<file path="src/hw/rtl/spw_pkg.sv">
// ----------------------------------------------------------------------------
// spw_pkg
// Shared types, register codes and CRC-8 helpers for the SMBus read-word
// PEC checker.
// ----------------------------------------------------------------------------
package spw_pkg;

  localparam logic [7:0] CrcPoly      = 8'h07;
  localparam logic [6:0] AddrReset    = 7'd0;
  localparam logic [7:0] CmdReset     = 8'h07;

  typedef enum logic [0:0] {
    REG_SLAVE_ADDRESS = 1'b0,
    REG_COMMAND_CODE  = 1'b1
  } cfg_reg_e;

  typedef struct packed {
    logic [7:0] rx_byte;
    logic       frame_start;
  } rx_item_t;

  typedef struct packed {
    logic [15:0] data_word;
    logic        pec_error;
    logic [7:0]  computed_pec;
  } res_item_t;

  typedef struct packed {
    cfg_reg_e   index;
    logic [7:0] wdata;
  } cfg_item_t;

  // One byte of CRC-8, MSB first, no reflection. Synthesis turns the
  // eight shift steps into a flat XOR network.
  function automatic logic [7:0] crc8_byte(input logic [7:0] crc, input logic [7:0] b);
    logic [7:0] v;
    v = crc ^ b;
    for (int k = 0; k < 8; k++) begin
      if (v[7]) begin
        v = {v[6:0], 1'b0} ^ CrcPoly;
      end else begin
        v = {v[6:0], 1'b0};
      end
    end
    return v;
  endfunction

  // CRC over the three prefix bytes: write address, command, write address.
  function automatic logic [7:0] prefix_crc(input logic [6:0] addr, input logic [7:0] cmd);
    logic [7:0] a;
    logic [7:0] c;
    a = {addr, 1'b0};
    c = crc8_byte(8'h00, a);
    c = crc8_byte(c, cmd);
    c = crc8_byte(c, a);
    return c;
  endfunction

endpackage

</file>
<file path="src/hw/rtl/spw_chan_if.sv">
// ----------------------------------------------------------------------------
// spw_chan_if
// Valid/ready channel carrying one item of a given payload type.
// ----------------------------------------------------------------------------
interface spw_chan_if #(
  parameter type payload_t = logic
) ();
  logic     valid;
  logic     ready;
  payload_t payload;

  modport source (output valid, output payload, input ready);
  modport sink   (input valid, input payload, output ready);
endinterface

</file>
<file path="src/hw/rtl/spw_cfg_regs.sv">
// ----------------------------------------------------------------------------
// spw_cfg_regs
// Address and command registers, plus the CRC of the message prefix, which
// is updated at the same edge as the registers it depends on.
// ----------------------------------------------------------------------------
module spw_cfg_regs (
  input  logic              clk_i,
  input  logic              rst_ni,
  input  logic              cfg_valid_i,
  input  spw_pkg::cfg_item_t cfg_item_i,
  output logic [7:0]        prefix_crc_o
);
  import spw_pkg::*;

  logic [6:0] addr_q, addr_d;
  logic [7:0] cmd_q, cmd_d;
  logic [7:0] prefix_q, prefix_d;

  always_comb begin
    addr_d = addr_q;
    cmd_d  = cmd_q;
    if (cfg_valid_i) begin
      case (cfg_item_i.index)
        REG_SLAVE_ADDRESS: addr_d = cfg_item_i.wdata[6:0];
        REG_COMMAND_CODE:  cmd_d  = cfg_item_i.wdata;
        default: ;
      endcase
    end
    prefix_d = prefix_crc(addr_d, cmd_d);
  end

  always_ff @(posedge clk_i or negedge rst_ni) begin
    if (!rst_ni) begin
      addr_q   <= AddrReset;
      cmd_q    <= CmdReset;
      prefix_q <= prefix_crc(AddrReset, CmdReset);
    end else begin
      addr_q   <= addr_d;
      cmd_q    <= cmd_d;
      prefix_q <= prefix_d;
    end
  end

  assign prefix_crc_o = prefix_q;

endmodule

</file>
<file path="src/hw/rtl/spw_pec_core.sv">
// ----------------------------------------------------------------------------
// spw_pec_core
// Input register, byte-position tracking with running CRC, and result
// register for the read-word PEC check.
// ----------------------------------------------------------------------------
module spw_pec_core (
  input  logic                clk_i,
  input  logic                rst_ni,
  input  logic [7:0]          prefix_crc_i,
  input  logic                in_valid_i,
  output logic                in_ready_o,
  input  spw_pkg::rx_item_t   in_item_i,
  output logic                out_valid_o,
  input  logic                out_ready_i,
  output spw_pkg::res_item_t  out_item_o
);
  import spw_pkg::*;

  typedef enum logic [1:0] {
    POS_LOW  = 2'd0,
    POS_HIGH = 2'd1,
    POS_PEC  = 2'd2
  } pos_e;

  logic      in_vld_q;
  rx_item_t  in_q;
  pos_e      pos_q, pos_d;
  logic [7:0] crc_q, crc_d;
  logic [7:0] low_q, high_q;
  logic      out_vld_q;
  res_item_t out_q;

  logic      start_new;
  logic      is_pec;
  logic      adv;
  logic [7:0] crc_next;
  logic      mismatch;

  always_comb begin
    start_new = in_q.frame_start;
    is_pec    = 1'b0;
    pos_d     = pos_q;
    case (pos_q)
      POS_LOW:  start_new = 1'b1;
      POS_HIGH: ;
      POS_PEC:  is_pec = !in_q.frame_start;
      default:  start_new = 1'b1;
    endcase

    crc_next = crc8_byte(start_new ? prefix_crc_i : crc_q, in_q.rx_byte);
    mismatch = (in_q.rx_byte != crc_q);

    // A PEC byte needs the result register; other bytes always move on.
    adv = in_vld_q && (!is_pec || !out_vld_q || out_ready_i);

    crc_d = crc_q;
    if (adv) begin
      if (start_new) begin
        pos_d = POS_HIGH;
        crc_d = crc_next;
      end else if (is_pec) begin
        pos_d = POS_LOW;
      end else begin
        pos_d = POS_PEC;
        crc_d = crc_next;
      end
    end
  end

  assign in_ready_o = !in_vld_q || adv;

  always_ff @(posedge clk_i or negedge rst_ni) begin
    if (!rst_ni) begin
      in_vld_q  <= 1'b0;
      pos_q     <= POS_LOW;
      out_vld_q <= 1'b0;
    end else begin
      if (in_ready_o) begin
        in_vld_q <= in_valid_i;
      end
      pos_q <= pos_d;
      if (adv && is_pec) begin
        out_vld_q <= 1'b1;
      end else if (out_ready_i) begin
        out_vld_q <= 1'b0;
      end
    end
  end

  always_ff @(posedge clk_i) begin
    if (in_ready_o && in_valid_i) begin
      in_q <= in_item_i;
    end
    crc_q <= crc_d;
    if (adv && start_new) begin
      low_q <= in_q.rx_byte;
    end
    if (adv && !start_new && !is_pec) begin
      high_q <= in_q.rx_byte;
    end
    if (adv && is_pec) begin
      out_q.data_word    <= mismatch ? 16'h0000 : {high_q, low_q};
      out_q.pec_error    <= mismatch;
      out_q.computed_pec <= crc_q;
    end
  end

  assign out_valid_o = out_vld_q;
  assign out_item_o  = out_q;

endmodule

</file>
<file path="src/hw/rtl/smbus_pec_word_checker_unit.sv">
// ----------------------------------------------------------------------------
// smbus_pec_word_checker_unit
// Checks the PEC of an SMBus read-word response, one received byte per item.
// ----------------------------------------------------------------------------
// Usage:
//   rx_if carries the response bytes in order: low data, high data, PEC.
//   frame_start marks a byte as the low byte of a new response and drops
//   any partial response without a result.
//   res_if gives one item per PEC byte: the data word (zero on mismatch),
//   the error flag and the CRC-8 computed over address, command, address,
//   low and high bytes.
//   cfg_if writes the slave address (index 0) and the command code
//   (index 1); it is always ready. Write it only while no response is open.
// Timing:
//   One byte is accepted every cycle while no PEC byte waits in the input
//   register for the result register to free up. A result becomes valid
//   when its PEC byte moves from the input register into the result
//   register; these are the two stages, with one CRC byte step between them.
// Reset and stall:
//   Reset sets address 0, command 7 and expects a low byte. While the
//   receiver holds off a result, one more PEC byte can wait in the input
//   register and data bytes keep flowing until then.
// ----------------------------------------------------------------------------
module smbus_pec_word_checker_unit (
  input  logic       clk_i,
  input  logic       rst_ni,
  spw_chan_if.sink   rx_if,
  spw_chan_if.source res_if,
  spw_chan_if.sink   cfg_if
);
  import spw_pkg::*;

  logic [7:0] prefix_crc;

  assign cfg_if.ready = 1'b1;

  spw_cfg_regs u_cfg_regs (
    .clk_i        (clk_i),
    .rst_ni       (rst_ni),
    .cfg_valid_i  (cfg_if.valid),
    .cfg_item_i   (cfg_if.payload),
    .prefix_crc_o (prefix_crc)
  );

  spw_pec_core u_pec_core (
    .clk_i        (clk_i),
    .rst_ni       (rst_ni),
    .prefix_crc_i (prefix_crc),
    .in_valid_i   (rx_if.valid),
    .in_ready_o   (rx_if.ready),
    .in_item_i    (rx_if.payload),
    .out_valid_o  (res_if.valid),
    .out_ready_i  (res_if.ready),
    .out_item_o   (res_if.payload)
  );

endmodule

</file>
<file path="src/flat_wrapper.sv">
// flat-port wrapper written by rule: the top's interface ports become plain ports
module smbus_pec_word_checker_unit_flat import spw_pkg::*;
  (clk_i, rst_ni, rx_if_valid, rx_if_payload, rx_if_ready, res_if_valid, res_if_payload, res_if_ready, cfg_if_valid, cfg_if_payload, cfg_if_ready);
  spw_chan_if #(.payload_t(rx_item_t)) rx_if_i ();
  spw_chan_if #(.payload_t(res_item_t)) res_if_i ();
  spw_chan_if #(.payload_t(cfg_item_t)) cfg_if_i ();
  input  logic clk_i;
  input  logic rst_ni;
  input wire logic [$bits(rx_if_i.valid)-1:0] rx_if_valid;
  input wire logic [$bits(rx_if_i.payload)-1:0] rx_if_payload;
  output wire logic [$bits(rx_if_i.ready)-1:0] rx_if_ready;
  output wire logic [$bits(res_if_i.valid)-1:0] res_if_valid;
  output wire logic [$bits(res_if_i.payload)-1:0] res_if_payload;
  input wire logic [$bits(res_if_i.ready)-1:0] res_if_ready;
  input wire logic [$bits(cfg_if_i.valid)-1:0] cfg_if_valid;
  input wire logic [$bits(cfg_if_i.payload)-1:0] cfg_if_payload;
  output wire logic [$bits(cfg_if_i.ready)-1:0] cfg_if_ready;
  assign rx_if_i.valid = rx_if_valid;
  assign rx_if_i.payload = rx_if_payload;
  assign rx_if_ready = rx_if_i.ready;
  assign res_if_valid = res_if_i.valid;
  assign res_if_payload = res_if_i.payload;
  assign res_if_i.ready = res_if_ready;
  assign cfg_if_i.valid = cfg_if_valid;
  assign cfg_if_i.payload = cfg_if_payload;
  assign cfg_if_ready = cfg_if_i.ready;
  smbus_pec_word_checker_unit u_core (.clk_i(clk_i), .rst_ni(rst_ni), .rx_if(rx_if_i), .res_if(res_if_i), .cfg_if(cfg_if_i));
endmodule
</file>
<file path="config.mk">
export PLATFORM = sky130hd
export DESIGN_NAME = smbus_pec_word_checker_unit_flat
export DESIGN_NICKNAME = d
export VERILOG_FILES = /design/src/hw/rtl/spw_pkg.sv /design/src/hw/rtl/spw_chan_if.sv /design/src/hw/rtl/spw_cfg_regs.sv /design/src/hw/rtl/spw_pec_core.sv /design/src/hw/rtl/smbus_pec_word_checker_unit.sv /design/src/flat_wrapper.sv
export SDC_FILE = /design/constraint.sdc
export NUM_CORES = 1
export LEC_CHECK = 0
export BUFFER_PORTS_ARGS = -buffer_cell sky130_fd_sc_hd__clkbuf_2
export CORE_MARGIN = 5
export CORE_UTILIZATION = 35
export DETAILED_ROUTE_END_ITERATION = 7
export GPL_ROUTABILITY_DRIVEN = 0
export SLEW_MARGIN = 20
export SYNTH_ARGS = -nofsm -noshare
export SYNTH_HDL_FRONTEND = slang
export SYNTH_HIERARCHICAL = 1
export SYNTH_SLANG_ARGS = --single-unit
</file>
<file path="constraint.sdc">
create_clock -name clk_i -period 2.05 [get_ports clk_i]
set_input_delay 0.5125 -clock clk_i [delete_from_list [all_inputs] [get_ports clk_i]]
set_output_delay 0.5125 -clock clk_i [all_outputs]
set_load 0.1 [all_outputs]
</file>
==> results of run 1 <==
## cells by family after synthesis
group / count (synthesis) / synth area share (%)
AO/OA/AOI/OAI: 10 / 1.70
XOR/XNOR: 80 / 21.5
adder cells (fa/ha/maj): 1 / 0.310
buffers and inverters: 20 / 2.51
flip-flops: 85 / 60.1
multiplexers: 24 / 6.08
other: 1 / 0.0929
AND/OR/NAND/NOR: 55 / 7.69
## worst max-delay path: cells and delay by family (launching register included)
kind	cells	cell delay [ns]
DFF	1	0.39
buffers and inverters	3	0.36
and+or+nand+nor	2	0.31
adders and majority gates	1	0.13
## final timing paths
kind | start | end | slack (ns) | depth (start not counted)
worst max-delay path | u_core/u_pec_core/pos_q[0]$_DFFE_PN0N_ | rx_if_ready | 0.02 | 6
worst min-delay path | rst_ni | u_core/u_cfg_regs/addr_q[3]$_DFF_PN0_ | 0.22 | 1
worst max register to register | u_core/u_pec_core/pos_q[1]$_DFFE_PN0N_ | u_core/u_pec_core/crc_q[4]$_DFFE_PP_ | 0.03 | 7
worst min register to register | u_core/u_pec_core/pos_q[0]$_DFFE_PN0N_ | u_core/u_pec_core/pos_q[0]$_DFFE_PN0N_ | 0.50 | 1
max in group asynchronous | rst_ni | u_core/u_pec_core/out_valid_o$_DFFE_PN0P_ | 1.32 | 1
min in group clk_i | rx_if_payload[2] | u_core/u_pec_core/in_q[2]$_DFFE_PP_ | 0.36 | 1
## metal layers
layer / share of wire, % / track usage, %
met4: 2.3 / 5.29
met1: 43 / 14.1
met3: 4.4 / 3.22
met5: 0 / 0
met2: 50 / 19.6
## state kept, by name (all words and copies together), names as in the netlist
| name | flops |
|---|---|
| u_core/u_pec_core/low_q | 8 |
| u_core/u_pec_core/out_item_o | 25 |
| u_core/u_pec_core/in_q | 9 |
| u_core/u_cfg_regs/prefix_crc_o | 8 |
| u_core/u_pec_core/in_vld_q | 1 |
| u_core/u_cfg_regs/cmd_q | 8 |
| u_core/u_cfg_regs/addr_q | 7 |
| u_core/u_pec_core/high_q | 8 |
| u_core/u_pec_core/pos_q | 2 |
| u_core/u_pec_core/out_valid_o | 1 |
| u_core/u_pec_core/crc_q | 8 |
## report_power, final
part	switching (mW)	internal [mW]
combinational	1.21	1.52
clock	0.656	1.07
sequential	0.226	2.34
## layout by cell type, fill, tap and decap left out, types with 8 or more instances in the layout
cell type	Yosys	final
dfrtp_1	19	18
nand2_1	19	19
edfxtp_1	58	58
xnor2_1	42	36
dfstp_2	8	8
clkbuf_2	0	48
mux2i_1	20	13
clkbuf_16	0	9
and2_1	17	16
xnor3_1	11	11
xor2_1	25	21
buf_4	2	48
## repair_timing
item	CTS	global route
setup buffers	3	0
resized for setup	9	12
setup endpoints to repair	9	12
pin swaps	8	8
## final cells by class
type	instances	area, um2	area share, %
Multi-Input combinational cell	171	1680	31.7
Sequential cell	85	2430	45.8
Clock buffer	11	233	4.39
Clock inverter	5	85.1	1.61
Inverter	10	41.3	0.779
Tap cell	143	179	3.38
Timing Repair Buffer	99	652	12.3
## stage by stage
stage | instance area (um2) | setup slack, ns | std cells | util [%]
detailed placement | 4830 | -0.270 | 505 | 42.5
floorplan | 4100 | -0.0617 | 276 | -
global placement | 4830 | -0.233 | 505 | 42.5
CTS | 5210 | -0.0245 | 524 | 45.8
finish | 5300 | 0.0248 | 524 | 46.6
global route | 5300 | -0.0606 | 524 | 46.6
## cells in the mapped netlist (4+ instances only)
cell type,number
and2_1,17
dfrtp_1,19
dfstp_2,8
edfxtp_1,58
inv_1,9
mux2_2,4
mux2i_1,20
nand2_1,19
nand2b_1,4
nor2_1,5
xnor2_1,42
xnor3_1,11
xor2_1,25
==> out/summary.txt, run 1 <==
status: completed
share of post-route cells with drive strength above 1: 41.2%
vias in the first global route: 2525
arrival time at the worst endpoint: 1.51 ns
slew at the pin closest to its max-slew limit: 0.914 ns
DRC viols: 0
WL per Instance: 14.8 um
antenna violations before repair: 0
final hold slack: 0.223 ns
crit-path max cell delay: 0.39 ns
die width: 117 um
first-pass GRT wire length: 12.9 mm
I/O pin cnt: 51
Die Area: 13800 um2
clock transition at the registers of the reported paths: 0.07 ns
fmax: 494 MHz
slowest CP cell: dfrtp_1
Vias: 2369
Pre-antenna DRT Iters: 4
Overall Global Routing Usage: 11.7%
Tot Pwr: 7.03 mW
Setup Skew: 0.00681 ns
maximum root-to-sink buffer count: 2
final hold vios: 0
Primary FF master, synth: edfxtp_1
Core Area: 11400 um2
post-synth top area share: 43.1%
total wire length: 7.75 mm
Worst Hold Class: in2async
hold-fix buffers at CTS: 0
total grt overflow: 0
chip height: 117 um
CTS sink count: 85
cell taking the most area after synthesis: edfxtp_1
post-DP HPWL: 5.74 mm
Setup Viol. Count Final: 0
Cell variety after synth: 36
Slew Limit Headroom: 39.0%
final antenna-violating net count: 0
MaxCap Viol Count: 0
vias per inst: 4.52
max-slew violation count: 0
critical path, cell by cell: inv_2 > ha_4 > nand3b_1 > nor2_4 > clkinvlp_4 > buf_12
Area growth, synth to finish: 31.2%
DR iter-0 viols: 104
Clk Tree Root Cell: clkbuf_16
Net Count, Synth: 300
ranking of synthesized cells by area: edfxtp_1 (43%), dfrtp_1 (12%), xnor2_1 (9.1%)
Critical Path Sink Type: output pin
setup tns final: 0 ns
CTS HTree Levels: 3
crit share post-route: 98.8%
#FFs+latches synth: 85
min Tclk post-route: 2.03 ns
port buffer count: 49
Worst Path Max Fanout: 3
Peak VDD IR: 488 uV
Seq/Total Area, Yosys: 60.1%
Yosys warning count: 6
pwr/cell area: 1330 nW/um2
largest net degree at the start of global routing: 28
FFs w/ async S/R, synth: 31.8%
CTS tree: done
unrepaired setup endpoints after global routing: true
Final #Nets: 400
gate count of the mapped netlist: 276
required time of the critical path: 1.54 ns
Worst Setup Path Type: reg2out
Post-Syn Area per Cell: 14.6 um2
crit start category: flip-flop
filler instances: 1011
synthesized area: 4040 um2
Rows: 39
Leakage: 2.22 nW
Initial Util: 35.5%
latest clock arrival within the worst-skew pair: 0.33 ns
ANT cells: 0
number of synthesized flops with an enable pin: 58
CTS buffer count: 9
No activity file was read; power rests on OpenSTA's default activity.
==> inputs of run 2 (changes only) <==
clock period = 2 ns   (was 2.05 ns; I/O delays follow)
==> run 2 against run 1 <==
The flow now finishes with violations (negative setup slack). Critical path depth unchanged. Clock skew up 0.0013 ns. Worst setup slack worse by 0.028 ns. Critical path type unchanged.
==> out/summary.txt, run 2 (synthesized netlist as in run 1, its figures left out) <==
maximum root-to-sink buffer count: 2
DRC viols: 0
Tot Pwr: 7.10 mW
pwr/cell area: 1340 nW/um2
required time of the critical path: 1.50 ns
non-filler cells in the finished layout: 530
slowest CP cell: dfrtp_1
Final #Nets: 406
Area growth, synth to finish: 31.6%
slew at the pin closest to its max-slew limit: 0.907 ns
final core occ: 46.7%
I/O pin cnt: 51
Slew Limit Headroom: 39.4%
most frequent cells in the layout: edfxtp_1 (58), buf_4 (53), clkbuf_2 (48)
Worst Path Buf+Inv: 3
vias per inst: 4.44
status: finished, violations left
arrival time at the worst endpoint: 1.50 ns
Setup Skew: 0.00806 ns
chip height: 117 um
Peak VDD IR: 517 uV
fmax: 499 MHz
largest net degree at the start of global routing: 26
number of cells after detailed placement: 510
FF-to-FF path depth: 8
share of post-route cells with drive strength above 1: 41.3%
max reg flops: 25
Critical Path Sink Type: output pin
crit start category: flip-flop
commonest non-fill, non-tap cell in the layout: edfxtp_1
setup tns final: -0.00366 ns
Core Area: 11400 um2
hold-fix buffers at CTS: 0
cell family with most CP delay: flip-flops
min Tclk post-route: 2.00 ns
CTS HTree Levels: 3
DR iter-0 viols: 154
crit-path max cell delay: 0.40 ns
Leakage: 2.24 nW
Setup Viol. Count Final: 1
fin worst setup slack: -0.00366 ns
CTS tree: done
unrepaired setup endpoints after global routing: true
final antenna-violating net count: 0
Vias: 2354
CTS sink count: 85
Worst Setup Path Type: reg2out
WL per Instance: 14.4 um
max-slew violation count: 0
Overall Global Routing Usage: 11.5%
total wire length: 7.62 mm
clock transition at the registers of the reported paths: 0.07 ns
Worst path depth: 6
total grt overflow: 0
Die Area: 13800 um2
vias in the first global route: 2508
Rows: 39
MaxCap Viol Count: 0
first-pass GRT wire length: 12.7 mm
latest clock arrival within the worst-skew pair: 0.33 ns
port buffer count: 49
post-DP HPWL: 5.82 mm
die width: 117 um
Clk Tree Root Cell: clkbuf_16
Pre-antenna DRT Iters: 4
Worst Hold Class: in2async
antenna violations before repair: 0
Initial Util: 35.5%
critical path, cell by cell: inv_2 > ha_4 > nand3b_1 > nor2_4 > clkinvlp_4 > buf_12
CTS buffer count: 9
final hold vios: 0
failing checks: negative setup slack
Worst Path Max Fanout: 3
ANT cells: 0
crit share post-route: 100%
[run 2: cell count changes in the layout (fill, tap and decap cells not counted), sizes merged]
cell | before | now
bufinv | 2 | 1
clkbuf | 59 | 57
inv | 9 | 12
buf | 51 | 57
[run 2: routing by layer]
layer / track usage [%] / vias up / share of wire, %
met1: 14.2 / 1140 / 45
li1: - / 1153 / -
met5: 0 / - / 0
met4: 3.19 / 0 / 1.2
met3: 4.09 / 9 / 4.3
met2: 19.1 / 52 / 50
[run 2: path summary, 6_finish.rpt]
path                                                   startpoint  slack, ns                                           to
min in group clk_i                               rx_if_payload[2]       0.34          u_core/u_pec_core/in_q[2]$_DFFE_PP_
hold reg to reg             u_core/u_cfg_regs/addr_q[1]$_DFF_PN0_       0.51        u_core/u_cfg_regs/addr_q[1]$_DFF_PN0_
hold / removal                                             rst_ni       0.09  u_core/u_cfg_regs/prefix_crc_o[2]$_DFF_PN0_
max in group asynchronous                                  rst_ni       1.30         u_core/u_cfg_regs/cmd_q[2]$_DFF_PN1_
setup / recovery           u_core/u_pec_core/pos_q[0]$_DFFE_PN0N_     -0.004                                  rx_if_ready
setup reg to reg           u_core/u_pec_core/pos_q[0]$_DFFE_PN0N_       0.01         u_core/u_pec_core/crc_q[2]$_DFFE_PP_
[run 2: cell type report]
class / count / area (um2)
clock inverter: 7 / 78.8
clock buffer: 9 / 225
multi-input combinational: 171 / 1650
sequential: 85 / 2430
timing repair buffer: 105 / 709
tap: 143 / 179
inverter: 10 / 41.3
fill: 1018 / 6060
[run 2: power by group]
group	switching (mW)	internal, mW
combinational	1.22	1.58
clock	0.701	0.983
sequential	0.220	2.40
[run 2: timing repair]
item | in CTS | in global routing
setup endpoints to repair | 10 | 12
pin swaps | 12 | 9
setup buffers | 2 | 2
resized for setup | 8 | 9
[run 2: stage by stage]
| stage | hold WS [ns] | cell area [um2] | setup slack [ns] |
|---|---|---|---|
| after floorplan | 0.204 | 4110 | -0.0992 |
| after global placement | 0.464 | 4880 | -0.259 |
| after detailed placement | 0.471 | 4880 | -0.266 |
| after CTS | 0.108 | 5240 | -0.0550 |
| after global routing | 0.113 | 5310 | -0.0902 |
| final | 0.0937 | 5310 | -0.00366 |
